`src/sepf_pkg.sv`:
```
// Shared types and constants for the secure element packet framer.
// Used by sepf_front, sepf_queue, sepf_back and the top level; no dependencies.
`default_nettype none

package sepf_pkg;

  // Input actions carried on in_tuser
  localparam logic [1:0] ACT_HDR   = 2'd0;
  localparam logic [1:0] ACT_EXTRA = 2'd1;
  localparam logic [1:0] ACT_RESP  = 2'd2;

  // Result kinds carried on out_tuser
  localparam logic [1:0] KIND_TX      = 2'd0;
  localparam logic [1:0] KIND_RDATA   = 2'd1;
  localparam logic [1:0] KIND_VERDICT = 2'd2;

  // Verdict codes
  localparam logic [1:0] VERD_OK      = 2'd0;
  localparam logic [1:0] VERD_BAD_LEN = 2'd1;
  localparam logic [1:0] VERD_BAD_CRC = 2'd2;
  localparam logic [1:0] VERD_SEQ     = 2'd3;

  localparam logic [7:0] WORD_ADDR = 8'h03;
  localparam logic [15:0] CRC_POLY = 16'h1021;
  localparam int unsigned FWD_LIMIT = 32;

  typedef enum logic [1:0] {
    J_HDR,
    J_XB,
    J_DATA,
    J_VERD
  } job_kind_t;

  // One classified job handed from front to back
  typedef struct packed {
    job_kind_t   jkind;
    logic [7:0]  byte_a;    // opcode, extra byte or response data byte
    logic [7:0]  byte_b;    // param1
    logic [7:0]  cnt;       // command count byte
    logic [15:0] crc;       // crc to append
    logic        add_crc;   // append crc low and high bytes
    logic [1:0]  verdict;
    logic [7:0]  status;
    logic [5:0]  dlen;
  } job_t;

endpackage

`default_nettype wire

```
`src/sepf_front.sv`:
```
// Front end: accepts input items, tracks command/response phase, runs the CRC.
// Pushes classified jobs into the queue; depends on sepf_pkg.
`default_nettype none

module sepf_front #(
  parameter int unsigned MAX_EXTRA    = 32,
  parameter int unsigned MAX_RESP_LEN = 64
) (
  input  wire logic          clk,
  input  wire logic          rst_n,
  input  wire logic          in_tvalid,
  output logic               in_tready,
  input  wire logic [1:0]    in_tuser,
  input  wire logic [31:0]   in_tdata,
  input  wire logic          q_full,
  output logic               q_push,
  output sepf_pkg::job_t     q_job
);

  typedef enum logic [1:0] {F_RUN, F_OP, F_P1} fstate_t;
  typedef enum logic [1:0] {PH_IDLE, PH_EXTRA, PH_RESP} phase_t;

  fstate_t     fst_r, fst_nxt;
  phase_t      phase_r, phase_nxt;
  logic [15:0] crc_r, crc_nxt;
  logic [5:0]  extra_left_r, extra_left_nxt;
  logic [5:0]  elen_r, elen_nxt;
  logic [6:0]  idx_r, idx_nxt;
  logic [6:0]  len_r, len_nxt;
  logic [7:0]  status_r, status_nxt;
  logic [7:0]  crc_lo_r, crc_lo_nxt;
  logic [7:0]  op_r, op_nxt;
  logic [7:0]  p1_r, p1_nxt;
  logic [7:0]  cnt_r, cnt_nxt;

  logic [7:0]  f_op, f_p1, f_b;
  logic [5:0]  f_elen, elen_sat;
  logic [7:0]  cnt_new;
  logic        accept;
  logic [15:0] feed_acc, feed_out;
  logic [7:0]  feed_byte;
  logic [7:0]  idx_p2;

  function automatic logic [15:0] crc_feed(input logic [15:0] acc, input logic [7:0] b);
    logic [15:0] v;
    v = acc ^ {b, 8'h00};
    for (int i = 0; i < 8; i++) begin
      v = v[15] ? ({v[14:0], 1'b0} ^ sepf_pkg::CRC_POLY) : {v[14:0], 1'b0};
    end
    return v;
  endfunction

  assign f_op   = in_tdata[7:0];
  assign f_p1   = in_tdata[15:8];
  assign f_elen = in_tdata[21:16];
  assign f_b    = in_tdata[29:22];

  assign in_tready = (fst_r == F_RUN) && !q_full;
  assign accept    = in_tvalid && in_tready;

  assign elen_sat = ({1'b0, f_elen} > 7'(MAX_EXTRA)) ? 6'(MAX_EXTRA) : f_elen;
  assign cnt_new  = {2'b00, elen_sat} + 8'd5;
  assign idx_p2   = {1'b0, idx_r} + 8'd2;

  // Select what the single CRC byte unit consumes this cycle
  always_comb begin
    feed_acc  = crc_r;
    feed_byte = f_b;
    unique case (fst_r)
      F_OP: feed_byte = op_r;
      F_P1: feed_byte = p1_r;
      default: begin
        if (in_tuser == sepf_pkg::ACT_HDR) begin
          feed_acc  = 16'h0000;
          feed_byte = cnt_new;
        end else if (in_tuser == sepf_pkg::ACT_RESP && phase_r == PH_IDLE) begin
          feed_acc = 16'h0000;
        end
      end
    endcase
  end

  assign feed_out = crc_feed(feed_acc, feed_byte);

  always_comb begin
    fst_nxt        = fst_r;
    phase_nxt      = phase_r;
    crc_nxt        = crc_r;
    extra_left_nxt = extra_left_r;
    elen_nxt       = elen_r;
    idx_nxt        = idx_r;
    len_nxt        = len_r;
    status_nxt     = status_r;
    crc_lo_nxt     = crc_lo_r;
    op_nxt         = op_r;
    p1_nxt         = p1_r;
    cnt_nxt        = cnt_r;
    q_push         = 1'b0;
    q_job          = '0;
    q_job.jkind    = sepf_pkg::J_VERD;

    unique case (fst_r)
      F_OP: begin
        crc_nxt = feed_out;
        fst_nxt = F_P1;
      end
      F_P1: begin
        if (!q_full) begin
          q_push        = 1'b1;
          q_job.jkind   = sepf_pkg::J_HDR;
          q_job.byte_a  = op_r;
          q_job.byte_b  = p1_r;
          q_job.cnt     = cnt_r;
          q_job.crc     = feed_out;
          q_job.add_crc = (elen_r == 6'd0);
          crc_nxt       = feed_out;
          extra_left_nxt = elen_r;
          phase_nxt     = (elen_r == 6'd0) ? PH_IDLE : PH_EXTRA;
          fst_nxt       = F_RUN;
        end
      end
      default: begin
        if (accept) begin
          priority case (in_tuser)
            sepf_pkg::ACT_HDR: begin
              if (phase_r != PH_IDLE) begin
                phase_nxt     = PH_IDLE;
                q_push        = 1'b1;
                q_job.verdict = sepf_pkg::VERD_SEQ;
              end else begin
                crc_nxt  = feed_out;
                op_nxt   = f_op;
                p1_nxt   = f_p1;
                cnt_nxt  = cnt_new;
                elen_nxt = elen_sat;
                fst_nxt  = F_OP;
              end
            end
            sepf_pkg::ACT_EXTRA: begin
              q_push = 1'b1;
              if (phase_r != PH_EXTRA || extra_left_r == 6'd0) begin
                phase_nxt     = PH_IDLE;
                q_job.verdict = sepf_pkg::VERD_SEQ;
              end else begin
                crc_nxt        = feed_out;
                q_job.jkind    = sepf_pkg::J_XB;
                q_job.byte_a   = f_b;
                q_job.crc      = feed_out;
                q_job.add_crc  = (extra_left_r == 6'd1);
                extra_left_nxt = extra_left_r - 6'd1;
                if (extra_left_r == 6'd1) begin
                  phase_nxt = PH_IDLE;
                end
              end
            end
            sepf_pkg::ACT_RESP: begin
              if (phase_r == PH_EXTRA) begin
                phase_nxt     = PH_IDLE;
                q_push        = 1'b1;
                q_job.verdict = sepf_pkg::VERD_SEQ;
              end else if (phase_r != PH_RESP) begin
                if (f_b < 8'd4 || f_b > 8'(MAX_RESP_LEN)) begin
                  phase_nxt     = PH_IDLE;
                  q_push        = 1'b1;
                  q_job.verdict = sepf_pkg::VERD_BAD_LEN;
                end else begin
                  crc_nxt   = feed_out;
                  len_nxt   = f_b[6:0];
                  idx_nxt   = 7'd1;
                  phase_nxt = PH_RESP;
                end
              end else if (idx_p2 < {1'b0, len_r}) begin
                crc_nxt = feed_out;
                if (idx_r == 7'd1) begin
                  status_nxt = f_b;
                end
                if ((idx_r - 7'd1) < 7'(sepf_pkg::FWD_LIMIT)) begin
                  q_push       = 1'b1;
                  q_job.jkind  = sepf_pkg::J_DATA;
                  q_job.byte_a = f_b;
                end
                idx_nxt = idx_r + 7'd1;
              end else if (idx_p2 == {1'b0, len_r}) begin
                crc_lo_nxt = f_b;
                idx_nxt    = idx_r + 7'd1;
              end else begin
                q_push        = 1'b1;
                q_job.verdict = ({f_b, crc_lo_r} == crc_r) ? sepf_pkg::VERD_OK
                                                          : sepf_pkg::VERD_BAD_CRC;
                q_job.status  = status_r;
                q_job.dlen    = 6'(len_r - 7'd3);
                phase_nxt     = PH_IDLE;
              end
            end
            default: begin
              // unused action: drop silently
            end
          endcase
        end
      end
    endcase
  end

  always_ff @(posedge clk) begin
    if (!rst_n) begin
      fst_r        <= F_RUN;
      phase_r      <= PH_IDLE;
      extra_left_r <= '0;
    end else begin
      fst_r        <= fst_nxt;
      phase_r      <= phase_nxt;
      extra_left_r <= extra_left_nxt;
    end
    crc_r    <= crc_nxt;
    elen_r   <= elen_nxt;
    idx_r    <= idx_nxt;
    len_r    <= len_nxt;
    status_r <= status_nxt;
    crc_lo_r <= crc_lo_nxt;
    op_r     <= op_nxt;
    p1_r     <= p1_nxt;
    cnt_r    <= cnt_nxt;
  end

endmodule

`default_nettype wire

```
`src/sepf_queue.sv`:
```
// Short job queue between front and back of the packet framer.
// Register-based FIFO of sepf_pkg::job_t entries.
`default_nettype none

module sepf_queue #(
  parameter int unsigned DEPTH = 4
) (
  input  wire logic           clk,
  input  wire logic           rst_n,
  input  wire logic           push,
  input  sepf_pkg::job_t      push_job,
  input  wire logic           pop,
  output sepf_pkg::job_t      head_job,
  output logic                empty,
  output logic                full
);

  localparam int unsigned PW = (DEPTH > 1) ? $clog2(DEPTH) : 1;
  localparam int unsigned CW = $clog2(DEPTH + 1);

  sepf_pkg::job_t mem_r [DEPTH];
  logic [PW-1:0]  wptr_r, wptr_nxt;
  logic [PW-1:0]  rptr_r, rptr_nxt;
  logic [CW-1:0]  cnt_r, cnt_nxt;

  assign empty    = (cnt_r == '0);
  assign full     = (cnt_r == CW'(DEPTH));
  assign head_job = mem_r[rptr_r];

  always_comb begin
    wptr_nxt = wptr_r;
    rptr_nxt = rptr_r;
    cnt_nxt  = cnt_r;
    if (push) begin
      wptr_nxt = (wptr_r == PW'(DEPTH - 1)) ? '0 : wptr_r + 1'b1;
    end
    if (pop) begin
      rptr_nxt = (rptr_r == PW'(DEPTH - 1)) ? '0 : rptr_r + 1'b1;
    end
    if (push && !pop) begin
      cnt_nxt = cnt_r + 1'b1;
    end else if (pop && !push) begin
      cnt_nxt = cnt_r - 1'b1;
    end
  end

  always_ff @(posedge clk) begin
    if (!rst_n) begin
      wptr_r <= '0;
      rptr_r <= '0;
      cnt_r  <= '0;
    end else begin
      wptr_r <= wptr_nxt;
      rptr_r <= rptr_nxt;
      cnt_r  <= cnt_nxt;
    end
    if (push) begin
      mem_r[wptr_r] <= push_job;
    end
  end

endmodule

`default_nettype wire

```
`src/sepf_back.sv`:
```
// Back end: expands each queued job into result items, one per cycle unless out_tready stalls.
// Drives the registered result channel; depends on sepf_pkg.
`default_nettype none

module sepf_back (
  input  wire logic           clk,
  input  wire logic           rst_n,
  input  sepf_pkg::job_t      head_job,
  input  wire logic           q_empty,
  output logic                q_pop,
  output logic                out_tvalid,
  input  wire logic           out_tready,
  output logic [1:0]          out_tuser,
  output logic [23:0]         out_tdata,
  output logic                out_tlast
);

  typedef struct packed {
    logic [1:0] kind;
    logic [7:0] obyte;
    logic [1:0] verdict;
    logic [7:0] status;
    logic [5:0] dlen;
    logic       last;
  } res_t;

  logic [2:0] step_r, step_nxt;
  logic [2:0] nres;
  logic       valid_r, valid_nxt;
  res_t       res_r, res_nxt, item;
  logic       load;

  // Result count and the item at the current step
  always_comb begin
    item = '0;
    nres = 3'd1;
    unique case (head_job.jkind)
      sepf_pkg::J_HDR: begin
        nres      = head_job.add_crc ? 3'd6 : 3'd4;
        item.kind = sepf_pkg::KIND_TX;
        unique case (step_r)
          3'd0:    item.obyte = sepf_pkg::WORD_ADDR;
          3'd1:    item.obyte = head_job.cnt;
          3'd2:    item.obyte = head_job.byte_a;
          3'd3:    item.obyte = head_job.byte_b;
          3'd4:    item.obyte = head_job.crc[7:0];
          default: item.obyte = head_job.crc[15:8];
        endcase
      end
      sepf_pkg::J_XB: begin
        nres      = head_job.add_crc ? 3'd3 : 3'd1;
        item.kind = sepf_pkg::KIND_TX;
        unique case (step_r)
          3'd0:    item.obyte = head_job.byte_a;
          3'd1:    item.obyte = head_job.crc[7:0];
          default: item.obyte = head_job.crc[15:8];
        endcase
      end
      sepf_pkg::J_DATA: begin
        item.kind  = sepf_pkg::KIND_RDATA;
        item.obyte = head_job.byte_a;
      end
      default: begin
        item.kind    = sepf_pkg::KIND_VERDICT;
        item.verdict = head_job.verdict;
        item.status  = head_job.status;
        item.dlen    = head_job.dlen;
      end
    endcase
    item.last = (step_r == nres - 3'd1);
  end

  assign load  = !q_empty && (!valid_r || out_tready);
  assign q_pop = load && item.last;

  always_comb begin
    step_nxt  = step_r;
    valid_nxt = valid_r;
    res_nxt   = res_r;
    if (load) begin
      res_nxt   = item;
      valid_nxt = 1'b1;
      step_nxt  = item.last ? 3'd0 : step_r + 3'd1;
    end else if (out_tready) begin
      valid_nxt = 1'b0;
    end
  end

  always_ff @(posedge clk) begin
    if (!rst_n) begin
      step_r  <= '0;
      valid_r <= 1'b0;
    end else begin
      step_r  <= step_nxt;
      valid_r <= valid_nxt;
    end
    res_r <= res_nxt;
  end

  assign out_tvalid = valid_r;
  assign out_tuser  = res_r.kind;
  assign out_tlast  = res_r.last;
  assign out_tdata  = {res_r.dlen, res_r.status, res_r.verdict, res_r.obyte};

endmodule

`default_nettype wire

```
`src/secure_element_packet_framer.sv`:
```
// Top level of the secure element packet framer: front end, job queue, back end.
// Depends on sepf_pkg, sepf_front, sepf_queue and sepf_back.
`default_nettype none

// Frames commands for a secure element byte link and checks its responses.
// A header item (in_tuser 0) produces the word address 0x03, the count
// (extra length plus 5, extra length capped at MAX_EXTRA), the opcode and
// param1; each extra byte item (in_tuser 1) is sent on, and after the last
// one the CRC16 (poly 0x1021, init 0, MSB first, over count..extra bytes) is
// sent low byte first. Response byte items (in_tuser 2) start with a count
// in 4..MAX_RESP_LEN; status and data bytes (up to 32) are forwarded and the
// final CRC byte yields a verdict item carrying the status byte and the
// response length minus three. Out-of-order items produce an out-of-sequence
// verdict and return the block to idle; in_tuser 3 is dropped.
// Rate: extra and response byte items are taken one per cycle while the
// job queue has room; after a header item the input waits while the single
// CRC byte unit in the front end folds in count, opcode and param1 one per
// cycle. The back end emits one result item per cycle unless out_tready
// stalls it; a header gives four or six items and sets the command rate.
// out_tlast marks the final result caused by one input item.
module secure_element_packet_framer #(
  parameter int unsigned MAX_EXTRA    = 32,
  parameter int unsigned MAX_RESP_LEN = 64,
  parameter int unsigned QUEUE_DEPTH  = 4
) (
  input  wire logic        clk,
  input  wire logic        rst_n,
  // input channel
  input  wire logic        in_tvalid,
  output logic             in_tready,
  input  wire logic [1:0]  in_tuser,   // action
  input  wire logic [31:0] in_tdata,   // opcode[7:0], param1[15:8], extra_len[21:16],
                                       // data_byte[29:22], zero[31:30]
  // result channel
  output logic             out_tvalid,
  input  wire logic        out_tready,
  output logic [1:0]       out_tuser,  // kind
  output logic [23:0]      out_tdata,  // out_byte[7:0], verdict[9:8],
                                       // device_status[17:10], data_len[23:18]
  output logic             out_tlast   // last
);

  logic           q_push, q_pop, q_empty, q_full;
  sepf_pkg::job_t push_job, head_job;

  // Classify input items and run the CRC
  sepf_front #(
    .MAX_EXTRA    (MAX_EXTRA),
    .MAX_RESP_LEN (MAX_RESP_LEN)
  ) u_front (
    .clk       (clk),
    .rst_n     (rst_n),
    .in_tvalid (in_tvalid),
    .in_tready (in_tready),
    .in_tuser  (in_tuser),
    .in_tdata  (in_tdata),
    .q_full    (q_full),
    .q_push    (q_push),
    .q_job     (push_job)
  );

  // Decouple front and back so either can stall
  sepf_queue #(
    .DEPTH (QUEUE_DEPTH)
  ) u_queue (
    .clk      (clk),
    .rst_n    (rst_n),
    .push     (q_push),
    .push_job (push_job),
    .pop      (q_pop),
    .head_job (head_job),
    .empty    (q_empty),
    .full     (q_full)
  );

  // Expand jobs into result items
  sepf_back u_back (
    .clk        (clk),
    .rst_n      (rst_n),
    .head_job   (head_job),
    .q_empty    (q_empty),
    .q_pop      (q_pop),
    .out_tvalid (out_tvalid),
    .out_tready (out_tready),
    .out_tuser  (out_tuser),
    .out_tdata  (out_tdata),
    .out_tlast  (out_tlast)
  );

  // Never push into a full queue
  a_no_overflow: assert property (@(posedge clk) disable iff (!rst_n)
    q_push |-> !q_full)
    else $error("job pushed into full queue");

  // Never pop an empty queue
  a_no_underflow: assert property (@(posedge clk) disable iff (!rst_n)
    q_pop |-> !q_empty)
    else $error("job popped from empty queue");

  // Hold a stalled result item unchanged until the receiver takes it
  a_out_hold: assert property (@(posedge clk) disable iff (!rst_n)
    (out_tvalid && !out_tready) |=> (out_tvalid && $stable(out_tuser) &&
                                     $stable(out_tdata) && $stable(out_tlast)))
    else $error("stalled result item changed");

  // A verdict is always the final result of its item
  a_verdict_last: assert property (@(posedge clk) disable iff (!rst_n)
    (out_tvalid && out_tuser == sepf_pkg::KIND_VERDICT) |-> out_tlast)
    else $error("verdict without last");

endmodule

`default_nettype wire
```
`config.mk`:
```
export PLATFORM = sky130hd
export DESIGN_NAME = secure_element_packet_framer
export DESIGN_NICKNAME = d
export VERILOG_FILES = /design/src/sepf_pkg.sv /design/src/sepf_front.sv /design/src/sepf_queue.sv /design/src/sepf_back.sv /design/src/secure_element_packet_framer.sv
export SDC_FILE = /design/constraint.sdc
export NUM_CORES = 1
export LEC_CHECK = 0
export BUFFER_PORTS_ARGS = -buffer_cell sky130_fd_sc_hd__clkbuf_2
export CAP_MARGIN = 0
export CORE_MARGIN = 2
export CORE_UTILIZATION = 51
export DETAILED_ROUTE_END_ITERATION = 10
export GPL_ROUTABILITY_DRIVEN = 0
export GPL_TIMING_DRIVEN = 0
export MAX_ROUTING_LAYER = met4
export PLACE_DENSITY = 0.69
export SLEW_MARGIN = 0
export SYNTH_ARGS = -nofsm -noshare
export SYNTH_HDL_FRONTEND = slang
export SYNTH_SLANG_ARGS = --single-unit
```
`constraint.sdc`:
```
create_clock -name clk -period 5.5 [get_ports clk]
set_input_delay 0.55 -clock clk [delete_from_list [all_inputs] [get_ports clk]]
set_output_delay 0.55 -clock clk [all_outputs]
set_load 0.02 [all_outputs]
```
Yosys cells after proc, flatten, opt, wreduce, memory -nomap -nowiden
Memories as Yosys holds them, arrays and structs flattened. A register that Yosys moved wholly into a read port is not among the register bits.
Index checks and enable logic that the tools add are counted.
{ "totals": {"ff_bits": 124, "ram_bits": 236, "inputBits": 38, "wordCells": 243, "mem_count": 1} }
{ "memory_table": {"columns": ["name", "words", "width", "read_ports", "rd_ports_with_merged_regs", "wr", "line", "rtl"], "rows": [
  ["u_queue.mem_r", 4, 59, 1, 1, 1, "sepf_queue.sv:21", "sepf_pkg::job_t mem_r [DEPTH];"]
]} }
{ "classes": {"add_sub_neg": 12, "n_lt_le_gt_ge": 5, "eq_ne": 34, "n_mux": 107, "n_bitwise": 16, "n_reduce_logical": 45} }
{ "op_table": {"columns": ["operator", "n"], "rows": [
  ["$mux W16", 15],
  ["$mux W13", 8],
  ["$mux W10", 5],
  ["$mux W2", 25],
  ["$pmux W16 S3", 1],
  ["$mux W43", 1],
  ["$mux W14", 3],
  ["$pmux W10 S2", 2],
  ["$pmux W8 S5", 1],
  ["$mux W17", 2],
  ["$pmux W17 S2", 1],
  ["$mux W33", 1],
  ["$pmux W16 S2", 1],
  ["$pmux W8 S2", 2],
  ["$mux W6", 5],
  ["$mux W7", 4],
  ["$not A3 Y3", 8],
  ["$pmux W8 S3", 1],
  ["$ne A5 B5 Y1 const B", 4],
  ["$eq A16 B16 Y1", 1],
  ["$reduce_and A8 Y1", 2],
  ["$xor A16 B16 Y16", 1],
  ["$mux W1", 15],
  ["$reduce_and A7 Y1", 2],
  ["other kinds (53)", 108]
]} }

Longest topological paths before layout
Gate-level depths: netlist of the first run.
{ "depth": {"word_depth": 28, "ltp_mapped": 17} }

Hierarchy
A second synthesis of the first run with hierarchy kept.
{ "unflattened": {"hier_cells": 1044, "area_unflattened_um2": 16163.0} }
{ "by_module_without_submodules": {"columns": ["module", "instances", "cells_per_inst", "area_per_inst_um2", "seq_area_each_um2"], "rows": [
  ["sepf_queue", 1, 353, 8984.9, 7267.0],
  ["sepf_front", 1, 518, 5343.9, 2452.4],
  ["sepf_back", 1, 173, 1834.3, 890.9]
]} }

Worst setup path before layout of the first run
No wires, ideal clock.
{ "synth_timing": {"path_kind": "reg2reg", "from": "reg u_front.idx_r[5]", "to": "mem u_queue.mem_r[0][0] (netlist name) (enable)", "arrival_ns": 3.955, "setup_slack_ns": 1.123, "path_stages_with_launch": 13, "synth_period_minus_slack_ns": 4.377, "cell_sequence": "edfxtp_1 -> clkbuf_1 -> nand2_1 -> or2_2 -> xnor2_1 -> ha_1 -> and3_1 -> a221oi_1 -> and2_0 -> or3_1 -> a31o_1 -> buf_6 -> and2_1"} }
{ "synth_via": {"elab_chain_len": 11} }
{ "synth_lines": {"columns": ["item", "line", "rtl"], "rows": [
  ["start: declaration", "sepf_front.sv:28", "logic [6:0] idx_r, idx_nxt;"],
  ["start signal: assignment", "sepf_front.sv:216", "idx_r <= idx_nxt;"],
  ["$sub A7 B1 Y7 or $add A7 B2 Y8 (tied branches)", "sepf_front.sv:177, sepf_front.sv:63", null],
  ["$lt A7 B6 Y1 or $eq A8 B7 Y1 (tied branches)", "sepf_front.sv:177, sepf_front.sv:183", null],
  ["$mux W1, on equally long branches", "sepf_front.sv:177, sepf_front.sv:183", null],
  ["$mux W1 *", "sepf_front.sv:172", "end else if (idx_p2 < {1'b0, len_r}) begin"],
  ["$mux W1 *", "sepf_front.sv:161", "end else if (phase_r != PH_RESP) begin"],
  ["$mux W1 *", "sepf_front.sv:157", "if (phase_r == PH_EXTRA) begin"],
  ["$pmux W1 S3 *", "sepf_front.sv:124", "priority case (in_tuser)"],
  ["$mux W1 *", "sepf_front.sv:123", "if (accept) begin"],
  ["$pmux W1 S2 *", "sepf_front.sv:102", "unique case (fst_r)"],
  ["named net q_push", "secure_element_packet_framer.sv:43", "logic q_push, q_pop, q_empty, q_full;"],
  ["$mux W1 *", "sepf_queue.sv:57", "if (push) begin"],
  ["$mux W1 (not written as such) *", "sepf_queue.sv:58", "mem_r[wptr_r] <= push_job;"],
  ["end: declaration", "sepf_queue.sv:21", null]
]} }
The timed path passes the listed nets; every way through them passes the cells marked *.

==> implementation parameters, run 1 <==
Parameter                              Value

STA
  Setup repair after global routing missed its margin    false
  Final setup viols    0
  Period utilization    0.8735
  Minimum clock period after layout    4.804 ns
  Slew at the pin closest to its max-slew limit    1.194 ns
  Clock Skews    0.01684 ns
  Relative slew slack    0.1977
  Maximum clock frequency    208.1 MHz
  Pins over their slew limit    0
  Count of endpoints failing hold in the final timing report    0
  Worst hold slack    0.2023 ns

Synth
  Post-synthesis cell area    15810 sq um
  Proportion of register bits with asynchronous set or reset after synthesis    0
  Synthesized instance count    1016
  Average cell area after synthesis    15.56 sq um
  Top-area cell type share of the netlist area    0.6345
  Number of synthesized flops with an enable pin    334
  Synth unique cells    74
  Yosys reg bits    357
  Primary FF master, synth    sky130_fd_sc_hd__edfxtp_1
  Ys Warns    0
  Syn Nets    1091
  Sequential element share of the synthesized area    0.6636
  Cell type with the largest total area after synthesis    sky130_fd_sc_hd__edfxtp_1
  Ranking of synthesized cells by area    sky130_fd_sc_hd__edfxtp_1 (63%), sky130_fd_sc_hd__mux4_2 (8.0%), sky130_fd_sc_hd__dfxtp_1 (2.9%)

CTS
  Number of hold buffers added after CTS    0
  Post-cts sizing count    0
  Buffer levels on the longest clock path    3
  Clock-pin slew on the worst setup and hold paths    0.06 ns
  Clock sink total    357
  Number of buffers inserted during clock tree synthesis    37
  H-tree levels    2
  Buffer cell driving the clock tree root    sky130_fd_sc_hd__clkbuf_16
  TritonCTS clock tree    done
  Post-CTS repair timing setup buffer count    0
  Source-to-sink clock delay at the later pin of the worst-skew pair    0.53 ns

Pwr
  Peak supply drop    0.2839 mV
  Leak pwr    6.215 nW
  Power Density    428.2 nW/um^2

Die
  Top-Level Pins    67
  Die Ht    180.1 um
  Number of core rows    64
  Die area    32420 sq um
  Initial Utilization    0.5168
  Horizontal extent of the die    180.1 um
  Placeable Area    30590 sq um

Setup path
  Gate family responsible for the most delay along the worst path    buffers and inverters
  Number of buffer and inverter instances along the worst setup path    4
  Data required time at the worst endpoint    5.95 ns
  Setup crit end kind    flop
  Data arrival at the endpoint of the critical path    5.25 ns
  Largest stage delay on the critical path    0.59 ns
  Startpoint Class    flop
  Critical path cell sequence    buf_1 -> clkbuf_1 -> buf_1 -> mux4_2 -> nand2_1 -> ha_1 -> xnor2_1 -> or4_1 -> a21oi_2 -> nand2_2 -> ha_1 -> inv_1 -> fa_1 -> xor2_1 -> or3_1 -> a21boi_0
  CP max FO    10
  Critical path class    reg -> reg
  Cell type of the slowest stage on the worst timing path    sky130_fd_sc_hd__buf_1

GRT
  Initial antenna violation count    0
  First-pass GRT wire length    53010 um
  Largest net degree at the start of global routing    59
  Via count of the first global-routing pass    9010
  Total grt overflow    0
  GRT Overall Usage    0.2189

Drt
  Final wirelength    34410 um
  Highest routed layer    met4
  Wire length on met2    15420 um
  Count of antenna-violating nets left after detailed routing    0
  Pre-antenna DRT Iters    5
  M1 wire length    15650 um
  Total number of vias    9164
  Drt via density    5.928
  Number of DRC markers after the initial detailed-route iteration    928
  Routed wirelength normalized by instance count    22.25 um
  Length of routed met3 wiring    2545 um
  DRC Markers    0

Placement
  Placed cell count    1478
  Number of input and output port buffers inserted    64
  HPWL after DPL    23280 um

Final layout
  Sequential cell area    10490 sq um
  Fraction of final layout cells sized beyond drive strength 1    0.1783
  Fill count    2387
  Layout overhead on the synthesized area    12.69%
  Footprint of the multi-input gates    4984 sq um
  Final Non-Filler Cells    1546
  Antenna diode count    0
  Number of nets in the layout    1196

Worst hold path
  Class of the tightest hold or removal check    in -> reg

Job
  Max-capacitance violation count    0

Run status
  Result of the run    finished, final reports clean
-- Yosys cell counts, drive strengths merged (6+ instances only) --
| library cell | number |
|---|---|
| nor3 | 13 |
| dfxtp | 23 |
| xnor2 | 41 |
| buf | 16 |
| mux2i | 13 |
| nor2b | 15 |
| a31oi | 13 |
| nand3 | 9 |
| clkbuf | 35 |
| mux4 | 56 |
| a21oi | 25 |
| nand2b | 7 |
| a22o | 19 |
| a22oi | 21 |
| edfxtp | 334 |
| ha | 36 |
| a221o | 6 |
| o21ai | 20 |
| xor2 | 20 |
| inv | 38 |
| nor2 | 45 |
| nand2 | 49 |
| nor3b | 8 |
| and3 | 35 |
| and2 | 33 |
-- power by group --
group,internal (W),switching (W),total (W)
Combinational,0.000791,0.00111,0.00190
Sequential,0.00330,0.000112,0.00341
Clock,0.00131,0.00101,0.00231
Total,0.00540,0.00223,0.00763
-- flip-flops by register name, summed over array words and instances, names as in the netlist, 7 cells and up, named ones only --
signal,count
u_back.out_tdata,24
u_front.cnt_r,7
u_front.crc_lo_r,8
u_front.crc_r,16
u_front.idx_r,7
u_front.len_r,7
u_front.op_r,8
u_front.p1_r,8
u_front.status_r,8
u_queue.mem_r,232
-- final cells by class --
class,count,share of cell area
Sequential cell,357,0.5889
Tap cell,396,0.02781
Timing Repair Buffer,66,0.02065
Clock buffer,52,0.05753
Multi-Input combinational cell,568,0.2798
Clock inverter,16,0.004917
Buffer,51,0.01201
Inverter,40,0.008429
-- logic make-up after synthesis --
| kind of cell | after synthesis | share of synthesized area |
|---|---|---|
| xor gates and xnor gates | 67 | 0.04290 |
| DFF | 357 | 0.6636 |
| buffers and inverters | 91 | 0.02303 |
| adders and majority gates | 37 | 0.02976 |
| other | 1 | 0.0002372 |
| AOI/OAI and AO/OA | 146 | 0.06720 |
| muxes | 72 | 0.09039 |
| and+or+nand+nor | 245 | 0.08287 |
-- layout by cell type, fill, tap and decap left out, types with 5 or more instances in the layout --
cell	n
sky130_fd_sc_hd__nand4_1	5
sky130_fd_sc_hd__nor2_1	45
sky130_fd_sc_hd__or3_1	5
sky130_fd_sc_hd__mux2i_1	13
sky130_fd_sc_hd__and2_1	27
sky130_fd_sc_hd__buf_2	6
sky130_fd_sc_hd__a31oi_1	13
sky130_fd_sc_hd__buf_1	8
sky130_fd_sc_hd__xnor2_1	40
sky130_fd_sc_hd__nand2_1	48
sky130_fd_sc_hd__mux4_2	56
sky130_fd_sc_hd__nand3_1	9
sky130_fd_sc_hd__edfxtp_1	334
sky130_fd_sc_hd__xnor3_1	5
sky130_fd_sc_hd__a221o_1	6
sky130_fd_sc_hd__inv_1	38
sky130_fd_sc_hd__and3_1	35
sky130_fd_sc_hd__clkbuf_16	39
sky130_fd_sc_hd__clkbuf_2	64
sky130_fd_sc_hd__nor2b_1	15
sky130_fd_sc_hd__nor3b_1	8
sky130_fd_sc_hd__xor2_1	20
sky130_fd_sc_hd__dfxtp_1	23
sky130_fd_sc_hd__o21ai_0	18
sky130_fd_sc_hd__clkinv_1	6
sky130_fd_sc_hd__clkbuf_1	48
sky130_fd_sc_hd__a21oi_1	23
sky130_fd_sc_hd__a22oi_1	21
sky130_fd_sc_hd__clkinv_2	8
sky130_fd_sc_hd__nor3_1	12
sky130_fd_sc_hd__a22o_1	19
sky130_fd_sc_hd__ha_1	36
sky130_fd_sc_hd__nand2b_1	7
-- stage by stage --
stage | util | total power (W) | area, sq um | setup TNS [ns] | worst slack [ns]
2_1_floorplan | - | 0.004806 | 15810 | 0 | 1.123
3_3_place_gp | 0.5434 | 0.005332 | 16620 | -34.36 | -0.1786
3_5_place_dp | 0.5458 | 0.005381 | 16690 | 0 | 0.6516
4_1_cts | 0.5821 | 0.007687 | 17810 | 0 | 0.6253
5_1_grt | 0.5823 | 0.007960 | 17810 | 0 | 0.3952
6_report | 0.5823 | 0.007628 | 17810 | 0 | 0.6957
-- worst paths after layout --
| path | startpoint | endpoint | slack [ns] | cells past startpoint |
|---|---|---|---|---|
| min | in_tdata[4] | u_front.op_r[4] | 0.20 | 1 |
| min reg2reg | u_queue.rptr_r[0] | u_queue.rptr_r[0] | 0.51 | 2 |
| max reg2reg | flop | u_queue.cnt_r[2] | 0.70 | 16 |
| max | flop | u_queue.cnt_r[2] | 0.70 | 16 |
-- layer usage --
metal,track usage,vias up
met3,0.03254,69
met4,0.05806,0
met2,0.3172,371
li1,-,4156
met5,-,-
met1,0.3279,4568
Power figures use the tool's default switching activity.
==> run 2: changes to the inputs <==
Settings changed: CTS_CLUSTER_DIAMETER from default to 80, PLACE_DENSITY 0.69 to 0.72.
Clock period 5.5 ns to 4 ns, I/O delays scaled along.
==> run 2 against run 1 <==
Net effect:
- die area is the same
- flip-flop and latch count is the same
- final cell count is the same
- highest routed layer unchanged
- clock power grew 36%
- maximum frequency grew 25%
- largest power group unchanged
- count of clock-buffer cells in the layout shrank 9
- hold slack lost 0.15 ns
- non-clock buffer count grew 5
- global-route usage grew 0.085 points
- power grew 38%
- combinational power grew 39%
==> implementation parameters, run 2 (synthesis results as in run 1) <==
Parameter                              Value

Run status
  Result of the run    finished, final reports clean

STA
  Slew at the pin closest to its max-slew limit    1.293 ns
  Maximum clock frequency    259.5 MHz
  Relative slew slack    0.1317
  Worst hold slack    0.05084 ns
  Count of endpoints failing hold in the final timing report    0
  Pins over their slew limit    0
  Final setup viols    0
  Minimum clock period after layout    3.853 ns
  Period utilization    0.9634
  Clock Skews    0.01242 ns
  Setup slack after layout    0.1465 ns

CTS
  Buffer cell driving the clock tree root    sky130_fd_sc_hd__clkbuf_16
  Clock sink total    357
  Clock-pin slew on the worst setup and hold paths    0.06 ns
  Source-to-sink clock delay at the later pin of the worst-skew pair    0.52 ns
  TritonCTS clock tree    done
  H-tree levels    2
  Number of buffers inserted during clock tree synthesis    36
  Buffer levels on the longest clock path    3

Pwr
  Peak supply drop    0.3972 mV
  Power spent charging and discharging nets    0.003053 W
  Internal power    0.007443 W
  Leak pwr    6.260 nW
  Reg power frac    0.447
  Combinational fraction of design power    0.252
  Clock network fraction of total power    0.301
  Switching power share of the total    0.2909
  Power Density    586.0 nW/um^2

Setup path
  Setup crit end kind    flop
  CP max FO    6
  Number of buffer and inverter instances along the worst setup path    2
  Data arrival at the endpoint of the critical path    4.29 ns
  Critical path class    reg -> reg
  CP startpoint    u_front.idx_r[2]
  Endpoint of the most critical register-to-register path    u_queue.cnt_r[2]
  Gate family responsible for the most delay along the worst path    adder cells
  FF-to-FF path depth    16
  Cell type of the slowest stage on the worst timing path    sky130_fd_sc_hd__edfxtp_1
  Startpoint Class    flop
  Data required time at the worst endpoint    4.44 ns
  Internal reg-to-reg setup slack    0.15 ns
  Critical path cell sequence    ha_2 -> and3_4 -> xor2_1 -> ha_1 -> a21o_1 -> a221oi_4 -> and2_4 -> or3_1 -> a31o_1 -> buf_6 -> ha_2 -> inv_1 -> fa_1 -> xor2_1 -> or3_1 -> a21boi_1
  Largest stage delay on the critical path    0.48 ns
  Critical R2R Launch    u_front.idx_r[2]
  Termination of the worst setup path    u_queue.cnt_r[2]
  Crit path depth    16

Job
  Max-capacitance violation count    0

Drt
  Pre-antenna DRT Iters    5
  Number of DRC markers after the initial detailed-route iteration    865
  Final wirelength    34640 um
  DRC Markers    0
  Count of antenna-violating nets left after detailed routing    0
  Drt via density    5.891
  Total number of vias    9108
  Routed wirelength normalized by instance count    22.40 um

Placement
  Number of input and output port buffers inserted    64
  Post-Place Setup Slack    -0.9035 ns
  HPWL after DPL    22940 um
  Placed cell count    1477
  DP Area    16670 sq um

Final layout
  Number of nets in the layout    1200
  Final non-filler cell area    17910 sq um
  Most frequent cells in the layout    sky130_fd_sc_hd__edfxtp_1 (334), sky130_fd_sc_hd__clkbuf_2 (64), sky130_fd_sc_hd__mux4_2 (56)
  Layout overhead on the synthesized area    13.30%
  Final Non-Filler Cells    1546
  Fill count    2343
  Largest register by flop count    u_queue.mem_r
  Antenna diode count    0
  Fin util    0.5855
  Number of flip-flops under the largest register name    232
  Most common cell after layout, fill and taps aside    sky130_fd_sc_hd__edfxtp_1
  Fraction of final layout cells sized beyond drive strength 1    0.1957

GRT
  Via count of the first global-routing pass    8896
  GRT Overall Usage    0.2197
  Total grt overflow    0
  Largest net degree at the start of global routing    59
  First-pass GRT wire length    52700 um
  Initial antenna violation count    0

Die
  Initial Utilization    0.5168
  Top-Level Pins    67
  Die Ht    180.1 um
  Horizontal extent of the die    180.1 um
  Die area    32420 sq um
  Number of core rows    64
  Placeable Area    30590 sq um

Worst hold path
  Class of the tightest hold or removal check    in -> reg
==> run 2: cell count changes in the layout (fill, tap and decap cells not counted), moves of 2 or more <==
cell | previous run | this run
sky130_fd_sc_hd__clkbuf_1 | 48 | 35
sky130_fd_sc_hd__buf_4 | 0 | 12
sky130_fd_sc_hd__ha_1 | 36 | 34
sky130_fd_sc_hd__and3_4 | 0 | 2
sky130_fd_sc_hd__inv_6 | 2 | 0
sky130_fd_sc_hd__ha_2 | 0 | 2
sky130_fd_sc_hd__clkinv_1 | 6 | 8
sky130_fd_sc_hd__buf_1 | 8 | 6
sky130_fd_sc_hd__and3_1 | 35 | 33
==> run 2: worst min path at each step <==
stage | start | end | slack, ns | cells past startpoint
after global routing | in_tdata[8] | u_front.p1_r[0] | 0.04 | 1
after CTS | in_tdata[15] | u_front.p1_r[7] | 0.03 | 1
after global placement | u_queue.rptr_r[0] | u_queue.rptr_r[0] | 0.48 | 2
final | in_tdata[15] | u_front.p1_r[7] | 0.05 | 1
after detailed placement | u_queue.wptr_r[1] | u_queue.wptr_r[1] | 0.49 | 2
after floorplan | u_queue.rptr_r[0] | flop | 0.46 | 2
==> run 2: per-stage QoR <==
step | setup TNS [ns] | total power [W]
final | 0 | 0.01050
after global routing | -0.06134 | 0.01094
after global placement | -126.27 | 0.007319
after floorplan | 0 | 0.006605
after CTS | 0 | 0.01056
after detailed placement | -20.65 | 0.007399
==> run 2: what timing repair did <==
action / CTS / global route
pin swaps: 2 / 8
gates resized for setup: 10 / 11
endpoints found under the setup margin: 242 / 2
setup buffers: 2 / 8
hold buffers: 0 / 0
==> run 2: layout make-up <==
| class | instances | area (sq um) | share of cell area |
|---|---|---|---|
| inverters | 40 | 150.1 | 0.008383 |
| multi-input cells | 568 | 5039 | 0.2813 |
| clock inverters | 20 | 140.1 | 0.007824 |
| repair buffers | 75 | 415.4 | 0.02319 |
| clock buffers | 43 | 969.7 | 0.05414 |
| plain buffers | 47 | 210.2 | 0.01174 |
| flip-flops and latches | 357 | 10490 | 0.5857 |
| well taps | 396 | 495.5 | 0.02767 |
==> run 2: power groups by stage <==
| stage | clock network, W | registers (W) | logic (W) |
|---|---|---|---|
| after floorplan | 0 | 0.00493 | 0.00167 |
| after global placement | 0 | 0.00478 | 0.00254 |
| after detailed placement | 0 | 0.00477 | 0.00263 |
| after CTS | 0.00321 | 0.00470 | 0.00265 |
| after global routing | 0.00335 | 0.00472 | 0.00287 |
| final | 0.00315 | 0.00469 | 0.00265 |
==> run 2: metal layers <==
| layer | up-vias | global-route usage | share of wire |
|---|---|---|---|
| met3 | 67 | 0.03597 | 0.078 |
| met1 | 4517 | 0.3121 | 0.43 |
| met2 | 360 | 0.3254 | 0.45 |
| li1 | 4164 | - | - |
| met4 | 0 | 0.07839 | 0.034 |
| met5 | - | - | 0 |
==> run 3: changes to the inputs <==
Settings changed: CTS_BUF_LIST from default to sky130_fd_sc_hd__clkbuf_8, HOLD_SLACK_MARGIN from default to 0.12.
==> run 3 against run 2 <==
Net effect:
- largest cell class unchanged
- non-clock buffer count grew 20
- sequential power about the same
- clock power is 6.3% lower
- combinational power barely moved
- power down 1.9%
- maximum frequency grew 0.46%
- sequential share of layout area shrank 0.51 points
- count of clock-buffer cells in the layout grew 14
- cell area is 0.87% higher
- first-iteration DRC count increased by 1.5%
==> implementation parameters, run 3 (synthesis results as in run 1) <==
Parameter                              Value

GRT
  Largest net degree at the start of global routing    59
  Total grt overflow    0
  First-pass GRT wire length    52060 um
  Via count of the first global-routing pass    9095
  Initial antenna violation count    0
  GRT Overall Usage    0.2168

CTS
  TritonCTS clock tree    done
  Source-to-sink clock delay at the later pin of the worst-skew pair    0.60 ns
  Clock sink total    357
  Clock-pin slew on the worst setup and hold paths    0.07 ns
  Buffer cell driving the clock tree root    sky130_fd_sc_hd__clkbuf_8
  Number of buffers inserted during clock tree synthesis    54
  Buffer levels on the longest clock path    3
  H-tree levels    2

STA
  Clock Skews    0.02283 ns
  Setup slack after layout    0.1642 ns
  Relative slew slack    0.1273
  Final setup viols    0
  Summed negative setup slack over all endpoints    0 ns
  Count of endpoints failing hold in the final timing report    0
  Slew at the pin closest to its max-slew limit    1.299 ns
  Maximum clock frequency    260.7 MHz
  Minimum clock period after layout    3.836 ns
  Worst hold slack    0.1886 ns
  Period utilization    0.9589
  Pins over their slew limit    0

Setup path
  Data required time at the worst endpoint    4.51 ns
  CP max FO    6
  Data arrival at the endpoint of the critical path    4.35 ns
  Critical path class    reg -> reg
  Startpoint Class    flop
  FF-to-FF path depth    16
  Setup crit end kind    flop

Drt
  Pre-antenna DRT Iters    5
  Total number of vias    9331
  DRC Markers    0
  Count of antenna-violating nets left after detailed routing    0
  Routed wirelength normalized by instance count    21.50 um
  Number of DRC markers after the initial detailed-route iteration    878
  Final wirelength    34430 um
  Drt via density    5.828

Die
  Die area    32420 sq um
  Initial Utilization    0.5168
  Placeable Area    30590 sq um
  Horizontal extent of the die    180.1 um
  Die Ht    180.1 um
  Top-Level Pins    67
  Number of core rows    64

Placement
  Number of input and output port buffers inserted    64
  DP Area    16670 sq um
  Placed cell count    1477
  Post-Place Setup Slack    -0.9035 ns
  HPWL after DPL    22940 um

Final layout
  Most common cell after layout, fill and taps aside    sky130_fd_sc_hd__edfxtp_1
  Final non-filler cell area    18070 sq um
  Largest register by flop count    u_queue.mem_r
  Antenna diode count    0
  Number of flip-flops under the largest register name    232
  Final Non-Filler Cells    1601
  Fill count    2328
  Fraction of final layout cells sized beyond drive strength 1    0.2058
  Layout overhead on the synthesized area    14.29%
  Number of nets in the layout    1238
  Most frequent cells in the layout    sky130_fd_sc_hd__edfxtp_1 (334), sky130_fd_sc_hd__clkbuf_2 (64), sky130_fd_sc_hd__clkbuf_8 (57)

Job
  Max-capacitance violation count    0

Run status
  Result of the run    finished, final reports clean

Pwr
  Peak supply drop    0.3528 mV
  Power Density    570.2 nW/um^2
  Leak pwr    6.406 nW

Worst hold path
  Class of the tightest hold or removal check    in -> reg
  Number of stages on the worst hold path    2
==> run 3: final timing paths <==
| kind | start | end | slack, ns |
|---|---|---|---|
| worst max-delay path | u_front.idx_r[2] | u_queue.cnt_r[2] | 0.16 |
| worst min-delay path | in_tdata[19] | u_front.elen_r[3] | 0.19 |
| worst max register to register | u_front.idx_r[2] | u_queue.cnt_r[2] | 0.16 |
| worst min register to register | u_queue.wptr_r[1] | u_queue.wptr_r[1] | 0.50 |
==> run 3: layout make-up <==
type,instances,area [sq um],share of cell area
inverters,40,150.1,0.008311
repair buffers,95,613.1,0.03394
clock buffers,57,784.5,0.04342
plain buffers,47,210.2,0.01164
well taps,396,495.5,0.02743
flip-flops and latches,357,10490,0.5807
multi-input cells,568,5039,0.2789
clock inverters,41,284.0,0.01572
==> run 3: timing repair <==
| action | in CTS | in global routing |
|---|---|---|
| resized for setup | 10 | 11 |
| endpoints found under the setup margin | 252 | 13 |
| buffers inserted | 2 | 9 |
| hold endpoints to repair | 18 | 0 |
| pin swaps | 2 | 8 |
| hold buffers | 19 | 0 |
==> run 3: report_power, final <==
part | switching, W | internal [W] | total, W | leakage (nW)
Clock | 0.00137 | 0.00158 | 0.00295 | 0.604
Combinational | 0.00154 | 0.00112 | 0.00265 | 2.49
Sequential | 0.000153 | 0.00454 | 0.00469 | 3.31
Total | 0.00306 | 0.00724 | 0.0103 | 6.41
==> run 3: worst max-delay path, cell delays in order, from the launching register on <==
cell and delay, ns:
sky130_fd_sc_hd__edfxtp_1 0.48, sky130_fd_sc_hd__ha_2 0.25, sky130_fd_sc_hd__and3_4 0.20, sky130_fd_sc_hd__xor2_1 0.15, sky130_fd_sc_hd__ha_1 0.32, sky130_fd_sc_hd__a21o_1 0.22
sky130_fd_sc_hd__a221oi_4 0.30, sky130_fd_sc_hd__and2_4 0.20, sky130_fd_sc_hd__or3_1 0.10, sky130_fd_sc_hd__a31o_1 0.15, sky130_fd_sc_hd__buf_6 0.10, sky130_fd_sc_hd__ha_2 0.18
sky130_fd_sc_hd__inv_1 0.06, sky130_fd_sc_hd__fa_1 0.42, sky130_fd_sc_hd__xor2_1 0.18, sky130_fd_sc_hd__or3_1 0.32, sky130_fd_sc_hd__a21boi_1 0.14
==> run 3: per-layer routing <==
layer / track usage / wire length (um)
met1: 0.3061 / 15170
met4: 0.08419 / 1155
met5: - / 0
met2: 0.3194 / 15560
met3: 0.03597 / 2534
==> run 3: per-stage QoR <==
stage          total power [W]    util
2_1_floorplan         0.006605       -
3_3_place_gp          0.007319  0.5436
3_5_place_dp          0.007399  0.5449
4_1_cts                0.01036  0.5867
5_1_grt                0.01075  0.5906
6_report               0.01030  0.5906
